`config.mk`:
```
export PLATFORM = sky130hd
export DESIGN_NAME = spectral_band_smoother
export DESIGN_NICKNAME = d
export VERILOG_FILES = /design/src/hw/rtl/sbs_pkg.sv /design/src/hw/rtl/sbs_csr.sv /design/src/hw/rtl/sbs_front.sv /design/src/hw/rtl/sbs_smooth.sv /design/src/hw/rtl/spectral_band_smoother.sv
export SDC_FILE = /design/constraint.sdc
export NUM_CORES = 2
export LEC_CHECK = 0
export BUFFER_PORTS_ARGS = -buffer_cell sky130_fd_sc_hd__buf_2
export CORE_MARGIN = 2
export CORE_UTILIZATION = 57
export DETAILED_ROUTE_END_ITERATION = 8
export GPL_TIMING_DRIVEN = 0
export MAX_ROUTING_LAYER = met4
export PLACE_DENSITY_LB_ADDON = 0.05
export SETUP_SLACK_MARGIN = 0.2
export SYNTH_ARGS = -nofsm -noshare
export SYNTH_HDL_FRONTEND = slang
export SYNTH_SLANG_ARGS = --single-unit
```
`constraint.sdc`:
```
create_clock -name clock -period 17.4 [get_ports clock]
set_input_delay 3.48 -clock clock [delete_from_list [all_inputs] [get_ports clock]]
set_output_delay 3.48 -clock clock [all_outputs]
set_load 0.05 [all_outputs]
```
`src/hw/rtl/sbs_pkg.sv`:
```
// Shared types, constants and divide helpers for the spectral band smoother.
// No dependencies; every other file of the block refers to it by scoped names.
package sbs_pkg;

   localparam int SAMPLE_W  = 16;
   localparam int BAND_W    = 9;
   localparam int COUNT_W   = 10;
   localparam int WIN       = 9;
   localparam int LAG       = 4;
   localparam int MAX_BANDS = 512;
   localparam int MIN_BANDS = 9;
   localparam int IDX_W     = 3;
   localparam int ADDR_W    = 5;
   localparam int DATA_W    = 32;

   // Wide sums: nine samples, and three samples with rounding
   localparam int SUM9_W = 20;
   localparam int SUM3_W = 18;

   // Reciprocals: floor(x/9) = (x*DIV9_MUL) >> DIV9_SHIFT for x < 2^21,
   // floor(x/3) = (x*DIV3_MUL) >> DIV3_SHIFT for x < 2^19
   localparam int DIV9_SHIFT = 23;
   localparam logic [SUM9_W-1:0] DIV9_MUL = SUM9_W'(932068);
   localparam int DIV3_SHIFT = 19;
   localparam logic [SUM3_W-1:0] DIV3_MUL = SUM3_W'(174763);

   // Register indexes (byte address / 4)
   typedef enum logic [2:0] {
      REG_BAND_COUNT  = 3'd0,
      REG_SKIP_BAND_A = 3'd1,
      REG_SKIP_BAND_B = 3'd2,
      REG_WIDE_BAND   = 3'd3,
      REG_PAIR_BAND_A = 3'd4,
      REG_PAIR_BAND_B = 3'd5,
      REG_PAIR_BAND_C = 3'd6
   } reg_index_type;

   typedef logic [SAMPLE_W-1:0] sample_type;
   typedef logic [BAND_W-1:0]   band_type;
   typedef sample_type [WIN-1:0] window_type;

   typedef struct packed {
      logic [COUNT_W-1:0] band_count;
      band_type           skip_band_a;
      band_type           skip_band_b;
      band_type           wide_band;
      band_type           pair_band_a;
      band_type           pair_band_b;
      band_type           pair_band_c;
   } cfg_type;

   // One band waiting to be smoothed, as the work stage presents it
   typedef struct packed {
      logic             valid;
      window_type       win;
      band_type         band;
      logic [IDX_W-1:0] idx;
      logic             is_last;
   } work_type;

   function automatic sample_type div9(input logic [SUM9_W-1:0] x);
      logic [2*SUM9_W-1:0] p;
      p = (2*SUM9_W)'(x) * (2*SUM9_W)'(DIV9_MUL);
      return SAMPLE_W'(p >> DIV9_SHIFT);
   endfunction

   function automatic sample_type div3(input logic [SUM3_W-1:0] x);
      logic [2*SUM3_W-1:0] p;
      p = (2*SUM3_W)'(x) * (2*SUM3_W)'(DIV3_MUL);
      return SAMPLE_W'(p >> DIV3_SHIFT);
   endfunction

endpackage

```
`src/hw/rtl/sbs_csr.sv`:
```
// Configuration registers of the spectral band smoother behind an APB-style port.
// Depends on sbs_pkg for the register indexes and the configuration struct.
module sbs_csr (
   input  logic                        clock,
   input  logic                        reset,
   input  logic                        csr_psel,
   input  logic                        csr_penable,
   input  logic                        csr_pwrite,
   input  logic [sbs_pkg::ADDR_W-1:0]  csr_paddr,
   input  logic [sbs_pkg::DATA_W-1:0]  csr_pwdata,
   output logic [sbs_pkg::DATA_W-1:0]  csr_prdata,
   output logic                        csr_pready,
   output sbs_pkg::cfg_type            cfg
);

   sbs_pkg::cfg_type       cfg_ff;
   sbs_pkg::cfg_type       cfg_in;
   sbs_pkg::reg_index_type reg_sel;
   sbs_pkg::band_type      wdata_band;
   logic                   wr_en;

   assign csr_pready = 1'b1;
   assign reg_sel    = sbs_pkg::reg_index_type'(csr_paddr[sbs_pkg::ADDR_W-1:2]);
   assign wr_en      = csr_psel & csr_penable & csr_pwrite;
   assign wdata_band = csr_pwdata[sbs_pkg::BAND_W-1:0];
   assign cfg        = cfg_ff;

   // Decode the write into the selected register
   always_comb begin
      cfg_in = cfg_ff;
      if (wr_en) begin
         unique case (reg_sel)
            sbs_pkg::REG_BAND_COUNT:  cfg_in.band_count  = csr_pwdata[sbs_pkg::COUNT_W-1:0];
            sbs_pkg::REG_SKIP_BAND_A: cfg_in.skip_band_a = wdata_band;
            sbs_pkg::REG_SKIP_BAND_B: cfg_in.skip_band_b = wdata_band;
            sbs_pkg::REG_WIDE_BAND:   cfg_in.wide_band   = wdata_band;
            sbs_pkg::REG_PAIR_BAND_A: cfg_in.pair_band_a = wdata_band;
            sbs_pkg::REG_PAIR_BAND_B: cfg_in.pair_band_b = wdata_band;
            sbs_pkg::REG_PAIR_BAND_C: cfg_in.pair_band_c = wdata_band;
            default:                  cfg_in = cfg_ff;
         endcase
      end
   end

   always_ff @(posedge clock) begin
      if (reset) begin
         cfg_ff.band_count  <= sbs_pkg::COUNT_W'(9);
         cfg_ff.skip_band_a <= sbs_pkg::BAND_W'(0);
         cfg_ff.skip_band_b <= sbs_pkg::BAND_W'(1);
         cfg_ff.wide_band   <= sbs_pkg::BAND_W'(4);
         cfg_ff.pair_band_a <= sbs_pkg::BAND_W'(5);
         cfg_ff.pair_band_b <= sbs_pkg::BAND_W'(6);
         cfg_ff.pair_band_c <= sbs_pkg::BAND_W'(7);
      end else begin
         cfg_ff <= cfg_in;
      end
   end

   // Read back the selected register, zero extended
   always_comb begin
      unique case (reg_sel)
         sbs_pkg::REG_BAND_COUNT:  csr_prdata = sbs_pkg::DATA_W'(cfg_ff.band_count);
         sbs_pkg::REG_SKIP_BAND_A: csr_prdata = sbs_pkg::DATA_W'(cfg_ff.skip_band_a);
         sbs_pkg::REG_SKIP_BAND_B: csr_prdata = sbs_pkg::DATA_W'(cfg_ff.skip_band_b);
         sbs_pkg::REG_WIDE_BAND:   csr_prdata = sbs_pkg::DATA_W'(cfg_ff.wide_band);
         sbs_pkg::REG_PAIR_BAND_A: csr_prdata = sbs_pkg::DATA_W'(cfg_ff.pair_band_a);
         sbs_pkg::REG_PAIR_BAND_B: csr_prdata = sbs_pkg::DATA_W'(cfg_ff.pair_band_b);
         sbs_pkg::REG_PAIR_BAND_C: csr_prdata = sbs_pkg::DATA_W'(cfg_ff.pair_band_c);
         default:                  csr_prdata = '0;
      endcase
   end

endmodule

```
`src/hw/rtl/sbs_front.sv`:
```
// Sample window, band counter and work register of the spectral band smoother.
// Depends on sbs_pkg; hands one band at a time to the smoothing logic.
module sbs_front (
   input  logic                 clock,
   input  logic                 reset,
   input  sbs_pkg::cfg_type     cfg,
   input  logic                 req_valid,
   output logic                 req_ready,
   input  sbs_pkg::sample_type  req_sample,
   input  logic                 advance,
   output sbs_pkg::work_type    work
);

   sbs_pkg::window_type         win_ff, win_in;
   sbs_pkg::band_type           cnt_ff, cnt_in;
   logic                        wk_valid_ff, wk_valid_in;
   sbs_pkg::window_type         wk_win_ff, wk_win_in;
   sbs_pkg::band_type           wk_band_ff, wk_band_in;
   logic [sbs_pkg::IDX_W-1:0]   wk_idx_ff, wk_idx_in;
   logic                        wk_flush_ff, wk_flush_in;

   logic [sbs_pkg::COUNT_W-1:0] n_eff;
   logic [sbs_pkg::COUNT_W-1:0] c_next;
   logic                        accept;
   logic                        flush;
   logic                        has_result;
   logic                        wk_done;

   // Clamp the configured band count to the supported range
   always_comb begin
      priority if (cfg.band_count < sbs_pkg::COUNT_W'(sbs_pkg::MIN_BANDS)) begin
         n_eff = sbs_pkg::COUNT_W'(sbs_pkg::MIN_BANDS);
      end else if (cfg.band_count > sbs_pkg::COUNT_W'(sbs_pkg::MAX_BANDS)) begin
         n_eff = sbs_pkg::COUNT_W'(sbs_pkg::MAX_BANDS);
      end else begin
         n_eff = cfg.band_count;
      end
   end

   // Work register is done after its last pending band leaves
   assign wk_done    = (wk_idx_ff == '0) | ~wk_flush_ff;
   assign req_ready  = ~wk_valid_ff | (advance & wk_done);
   assign accept     = req_valid & req_ready;
   assign c_next     = sbs_pkg::COUNT_W'(cnt_ff) + 1'b1;
   assign flush      = c_next >= n_eff;
   assign has_result = flush | (cnt_ff >= sbs_pkg::BAND_W'(sbs_pkg::LAG));

   // Shift the window and step the band counter on each accepted item
   always_comb begin
      win_in = win_ff;
      cnt_in = cnt_ff;
      if (accept) begin
         win_in = {win_ff[sbs_pkg::WIN-2:0], req_sample};
         cnt_in = flush ? '0 : c_next[sbs_pkg::BAND_W-1:0];
      end
   end

   // Load the work register with the bands this item releases, then drain it
   always_comb begin
      wk_valid_in = wk_valid_ff;
      wk_win_in   = wk_win_ff;
      wk_band_in  = wk_band_ff;
      wk_idx_in   = wk_idx_ff;
      wk_flush_in = wk_flush_ff;
      if (advance) begin
         wk_idx_in  = wk_idx_ff - 1'b1;
         wk_band_in = wk_band_ff + 1'b1;
         if (wk_done) begin
            wk_valid_in = 1'b0;
         end
      end
      if (accept & has_result) begin
         wk_valid_in = 1'b1;
         wk_win_in   = win_in;
         wk_band_in  = cnt_ff - sbs_pkg::BAND_W'(sbs_pkg::LAG);
         wk_idx_in   = sbs_pkg::IDX_W'(sbs_pkg::LAG);
         wk_flush_in = flush;
      end
   end

   always_ff @(posedge clock) begin
      if (reset) begin
         win_ff      <= '0;
         cnt_ff      <= '0;
         wk_valid_ff <= 1'b0;
      end else begin
         win_ff      <= win_in;
         cnt_ff      <= cnt_in;
         wk_valid_ff <= wk_valid_in;
      end
   end

   // Payload of the work register
   always_ff @(posedge clock) begin
      wk_win_ff   <= wk_win_in;
      wk_band_ff  <= wk_band_in;
      wk_idx_ff   <= wk_idx_in;
      wk_flush_ff <= wk_flush_in;
   end

   assign work.valid   = wk_valid_ff;
   assign work.win     = wk_win_ff;
   assign work.band    = wk_band_ff;
   assign work.idx     = wk_idx_ff;
   assign work.is_last = wk_flush_ff & (wk_idx_ff == '0);

endmodule

```
`src/hw/rtl/sbs_smooth.sv`:
```
// Per-band smoothing rules of the spectral band smoother.
// Depends on sbs_pkg for the work struct and the divide-by-constant helpers.
module sbs_smooth (
   input  sbs_pkg::cfg_type    cfg,
   input  sbs_pkg::work_type   work,
   output sbs_pkg::sample_type smoothed
);

   sbs_pkg::sample_type              own, up, dn;
   logic [sbs_pkg::SUM9_W-1:0]       sum9;
   logic [sbs_pkg::SUM3_W-1:0]       num3;
   logic [sbs_pkg::SAMPLE_W:0]       pair_sum;
   logic                             is_skip, is_wide, is_pair, is_first;
   sbs_pkg::band_type                b;

   assign b = work.band;

   // Pick the band and its neighbors out of the window
   always_comb begin
      unique case (work.idx)
         3'd0: begin own = work.win[0]; up = work.win[1]; dn = work.win[0]; end
         3'd1: begin own = work.win[1]; up = work.win[2]; dn = work.win[0]; end
         3'd2: begin own = work.win[2]; up = work.win[3]; dn = work.win[1]; end
         3'd3: begin own = work.win[3]; up = work.win[4]; dn = work.win[2]; end
         3'd4: begin own = work.win[4]; up = work.win[5]; dn = work.win[3]; end
         default: begin own = work.win[4]; up = work.win[5]; dn = work.win[3]; end
      endcase
   end

   // Sum the whole window for the wide band
   always_comb begin
      sum9 = sbs_pkg::SUM9_W'(4);
      for (int k = 0; k < sbs_pkg::WIN; k++) begin
         sum9 = sum9 + sbs_pkg::SUM9_W'(work.win[k]);
      end
   end

   assign is_skip  = (b == cfg.skip_band_a) | (b == cfg.skip_band_b);
   assign is_wide  = (b == cfg.wide_band) & (b >= sbs_pkg::BAND_W'(sbs_pkg::LAG))
                     & (work.idx == sbs_pkg::IDX_W'(sbs_pkg::LAG));
   assign is_pair  = (b != '0) & ((b == cfg.pair_band_a) | (b == cfg.pair_band_b)
                     | (b == cfg.pair_band_c));
   assign is_first = (b == '0);
   assign pair_sum = (sbs_pkg::SAMPLE_W+1)'(up) + (sbs_pkg::SAMPLE_W+1)'(own) + 1'b1;

   // Numerator of the three-way divide: first band, last band or plain mean
   always_comb begin
      priority if (is_first) begin
         num3 = {(sbs_pkg::SUM3_W-1)'(own), 1'b0} + sbs_pkg::SUM3_W'(dn) + 1'b1;
      end else if (work.is_last) begin
         num3 = sbs_pkg::SUM3_W'(up) + {(sbs_pkg::SUM3_W-1)'(own), 1'b0} + 1'b1;
      end else begin
         num3 = sbs_pkg::SUM3_W'(up) + sbs_pkg::SUM3_W'(own)
                + sbs_pkg::SUM3_W'(dn) + 1'b1;
      end
   end

   // Apply the rules in order of precedence
   always_comb begin
      priority if (is_skip) begin
         smoothed = own;
      end else if (is_wide) begin
         smoothed = sbs_pkg::div9(sum9);
      end else if (is_pair) begin
         smoothed = pair_sum[sbs_pkg::SAMPLE_W:1];
      end else begin
         smoothed = sbs_pkg::div3(num3);
      end
   end

endmodule

```
`src/hw/rtl/spectral_band_smoother.sv`:
```
// Top level of the spectral band smoother: registers, window, smoothing and result register.
// Depends on sbs_pkg, sbs_csr, sbs_front and sbs_smooth.
//
//   port group | direction | carries
//   req_       | in        | one radiance sample per item, band order, pixel after pixel
//   rsp_       | out       | smoothed sample, its band index and the pixel end mark
//   csr_       | in/out    | APB-style access to the seven configuration registers
//
// An item enters every cycle unless output stalls or a pixel end drains; each from band four
// on releases the band four below it via the work and result registers. A pixel's last band
// releases five, which drain one a cycle unless stalled, through the single smoothing path.
// Reset clears the window, the band counter and all valid flags, and loads default registers.
// A stalled result holds the result register; one more item can sit in the work register.
module spectral_band_smoother (
   input  logic                        clock,
   input  logic                        reset,
   input  logic                        req_valid,
   output logic                        req_ready,
   input  logic [15:0]                 req_sample,
   output logic                        rsp_valid,
   input  logic                        rsp_ready,
   output logic [15:0]                 rsp_smoothed,
   output logic [8:0]                  rsp_band_index,
   output logic                        rsp_pixel_end,
   input  logic                        csr_psel,
   input  logic                        csr_penable,
   input  logic                        csr_pwrite,
   input  logic [sbs_pkg::ADDR_W-1:0]  csr_paddr,
   input  logic [sbs_pkg::DATA_W-1:0]  csr_pwdata,
   output logic [sbs_pkg::DATA_W-1:0]  csr_prdata,
   output logic                        csr_pready
);

   sbs_pkg::cfg_type    cfg;
   sbs_pkg::work_type   work;
   sbs_pkg::sample_type smoothed;
   logic                advance;

   logic                rsp_valid_ff, rsp_valid_in;
   sbs_pkg::sample_type rsp_smoothed_ff;
   sbs_pkg::band_type   rsp_band_ff;
   logic                rsp_end_ff;

   sbs_csr u_csr (
      .clock       (clock),
      .reset       (reset),
      .csr_psel    (csr_psel),
      .csr_penable (csr_penable),
      .csr_pwrite  (csr_pwrite),
      .csr_paddr   (csr_paddr),
      .csr_pwdata  (csr_pwdata),
      .csr_prdata  (csr_prdata),
      .csr_pready  (csr_pready),
      .cfg         (cfg)
   );

   sbs_front u_front (
      .clock      (clock),
      .reset      (reset),
      .cfg        (cfg),
      .req_valid  (req_valid),
      .req_ready  (req_ready),
      .req_sample (req_sample),
      .advance    (advance),
      .work       (work)
   );

   sbs_smooth u_smooth (
      .cfg      (cfg),
      .work     (work),
      .smoothed (smoothed)
   );

   // Move a band into the result register when it is empty or being taken
   assign advance      = work.valid & (~rsp_valid_ff | rsp_ready);
   assign rsp_valid_in = advance | (rsp_valid_ff & ~rsp_ready);

   always_ff @(posedge clock) begin
      if (reset) begin
         rsp_valid_ff <= 1'b0;
      end else begin
         rsp_valid_ff <= rsp_valid_in;
      end
   end

   // Hold the result payload until the next band arrives
   always_ff @(posedge clock) begin
      if (advance) begin
         rsp_smoothed_ff <= smoothed;
         rsp_band_ff     <= work.band;
         rsp_end_ff      <= work.is_last;
      end
   end

   assign rsp_valid      = rsp_valid_ff;
   assign rsp_smoothed   = rsp_smoothed_ff;
   assign rsp_band_index = rsp_band_ff;
   assign rsp_pixel_end  = rsp_end_ff;

endmodule
```
==> results.json <==
{
  "cp.required_ns": 17.71,
  "finalHoldViolations": 0,
  "initial_core_util_pct": 57.4,
  "fmax_mhz": 71.4,
  "die_width_um": 253,
  "cp_num_buf_inv": 8,
  "synth.avg_cell_area_um2": 9.29,
  "firstDrtPassIters": 8,
  "globalplace.congestion": 0.993,
  "drtIter0Drc": 2300,
  "path_delay_family": "compound AO/OA/AOI/OAI gates",
  "layout_commonest_cell": "nand2_1",
  "synth_edf_count": 180,
  "ant_nets": 0,
  "end_kind": "flop",
  "h-tree-depth": 2,
  "wl_per_cell_um": 20.7,
  "ys_types": 84,
  "areaGrowthSynthToFinish_pct": 8.66,
  "ctsResizeCount": 0,
  "rows": 91,
  "final_max_slew_viol_count": 0,
  "fin_nets": 4713,
  "diodes": 0,
  "maxCapViolations": 0,
  "critical_path.startpoint": "u_front.wk_idx_ff[0]",
  "cts_sinks": 402,
  "r2r_start": "u_front.wk_idx_ff[0]",
  "grt_overflow": 0,
  "status": "finished, final reports clean",
  "setup_tns_ns": 0,
  "fp.dieH_um": 253,
  "grtUsageTotal_pct": 32.4,
  "cts_buffer_depth": 3,
  "cpPeakStageDelay_ns": 0.67,
  "critPathMostFrequentCell": "ha_1",
  "path_clk_slew_ns": 0.06,
  "io_pins": 121,
  "slew_headroom_pct": 15.9,
  "crit_fanout": 10,
  "rr_worst_depth": 49,
  "ys_seq_elements": 402,
  "tightest_slew_ns": 1.26,
  "drive_gt1_share_pct": 5.41,
  "syn_inst": 3798,
  "grt_setup_unrepaired": "false",
  "ys_seq_area_share_pct": 27.9,
  "hold_buffers": 0,
  "finalSetupViolCount": 0,
  "cp_data_arrival_time_ns": 14.31,
  "rr_endpoint": "rsp_smoothed[15]",
  "start_kind": "flop",
  "slowest_stage": "a21oi_1",
  "coreArea_mm2": 0.0615,
  "min_period_ns": 14.00,
  "final_cell_mix": "655 x nand2_1, 550 x inv_1, 397 x ha_1",
  "viasPerCell": 5.63,
  "antenna_found_initial": 0,
  "grt_start_max_net_pins": 85,
  "dp.final_hpwl_um": 80500,
  "final_area_mm2": 0.0384,
  "cts_tree": "done",
  "grt_pass1_vias": 26600,
  "mappedNetlistArea_mm2": 0.0353,
  "drt_wl_total_um": 98500,
  "dieArea_mm2": 0.0639,
  "path_class": "reg -> reg",
  "hp-class": "reg -> reg",
  "cts-root-buf": "clkbuf_16",
  "rrSetupSlack_ns": 3.40,
  "min_period_over_period_pct": 80.5,
  "postPlaceCellArea_mm2": 0.0368,
  "fin_skew_ns": 0.0411,
  "grt_pass1_wl_um": 153000,
  "cts_setup_buffers": 0,
  "cts_buffers": 44,
  "remaining_drc_errors": 0,
  "ys_async_sr_fraction_pct": 0,
  "io_buffers": 71,
  "insertion_delay_ns": 0.60,
  "vias": 26800,
  "yosys_warnings": 0,
  "crit_cells": 49,
  "endpoint": "rsp_smoothed[15]",
  "ys.flop_type": "dfxtp_1",
  "nFillCells": 5401
}
-- layer usage --
layer | GRT usage, % | part of all wire (%)
met5 | - | 0
met4 | 6.68 | 2.1
met3 | 4.40 | 6.7
met2 | 50.4 | 45
met1 | 45.5 | 46
-- worst reg2reg max path: cells and delay by family (launching register included) --
family | cells | cell delay (ns)
AOI/OAI and AO/OA | 18 | 4.04
xor gates and xnor gates | 3 | 0.69
and+or+nand+nor | 10 | 2.93
buffers and inverters | 8 | 1.75
adders and majority gates | 10 | 3.97
DFF | 1 | 0.39
-- state kept, by name, indices dropped and copies added, names as in the netlist --
signal               count
u_front.wk_flush_ff      1
rsp_pixel_end            1
u_front.wk_idx_ff        3
u_front.cnt_ff           9
u_front.wk_valid_ff      1
u_front.win_ff         144
u_front.work           144
rsp_band_index           9
u_csr.cfg               64
u_front.wk_band_ff       9
rsp_valid                1
rsp_smoothed            16
-- metrics by stage --
stage,std cells,hold slack (ns),setup slack (ns),utilization [%]
floorplan,3819,0.424,6.17,-
global placement,4680,0.430,3.54,59.7
detailed placement,4682,0.445,3.71,59.8
CTS,4764,0.450,3.64,62.4
global route,4764,0.452,2.67,62.4
finish,4764,0.444,3.40,62.4
-- final cells by class --
type	count	area, um^2	share of cell area, %
Clock buffer	64	1290	3.36
Clock inverter	18	270	0.705
Buffer	159	696	1.81
Timing Repair Buffer	73	410	1.07
Sequential cell	402	9850	25.7
Tap cell	790	988	2.58
Inverter	553	2080	5.42
Multi-Input combinational cell	2705	22800	59.4
-- synthesized netlist by cell type (63+ instances only) --
library cell / count / area, um^2
a21oi_1: 138 / 691
a22oi_1: 69 / 518
nand2_1: 655 / 2460
ha_1: 397 / 4970
inv_1: 551 / 2070
clkbuf_1: 120 / 450
o21ai_0: 78 / 390
xor2_1: 84 / 736
nor2_1: 136 / 510
nand3_1: 63 / 315
nor2b_1: 173 / 1080
fa_1: 318 / 6370
xnor2_1: 116 / 1020
dfxtp_1: 222 / 4440
edfxtp_1: 180 / 5410
-- worst min-delay path by stage --
stage | startpoint | endpoint | slack [ns] | cells after the start
6_report | u_front.wk_band_ff[4] | rsp_band_index[4] | 0.44 | 0
5_1_grt | u_front.wk_band_ff[4] | rsp_band_index[4] | 0.45 | 0
4_1_cts | u_front.wk_band_ff[4] | rsp_band_index[4] | 0.45 | 0
3_5_place_dp | u_front.wk_band_ff[4] | rsp_band_index[4] | 0.45 | 0
3_3_place_gp | u_front.wk_band_ff[4] | rsp_band_index[4] | 0.43 | 0
2_1_floorplan | u_front.wk_band_ff[3] | rsp_band_index[3] | 0.42 | 0
-- logic make-up after synthesis --
logic type      Yosys count  share of synthesized area [%]
compound gates          510                           9.71
xor+xnor                201                           5.03
fa+ha+maj               715                           32.1
buf+inv                 712                           7.85
flops                   402                           27.9
mux                      67                           2.09
other cells               2                         0.0213
simple gates           1189                           15.3
Power is not shown: default switching activity piles up to over one toggle a cycle in this logic, so the estimate is an artifact.
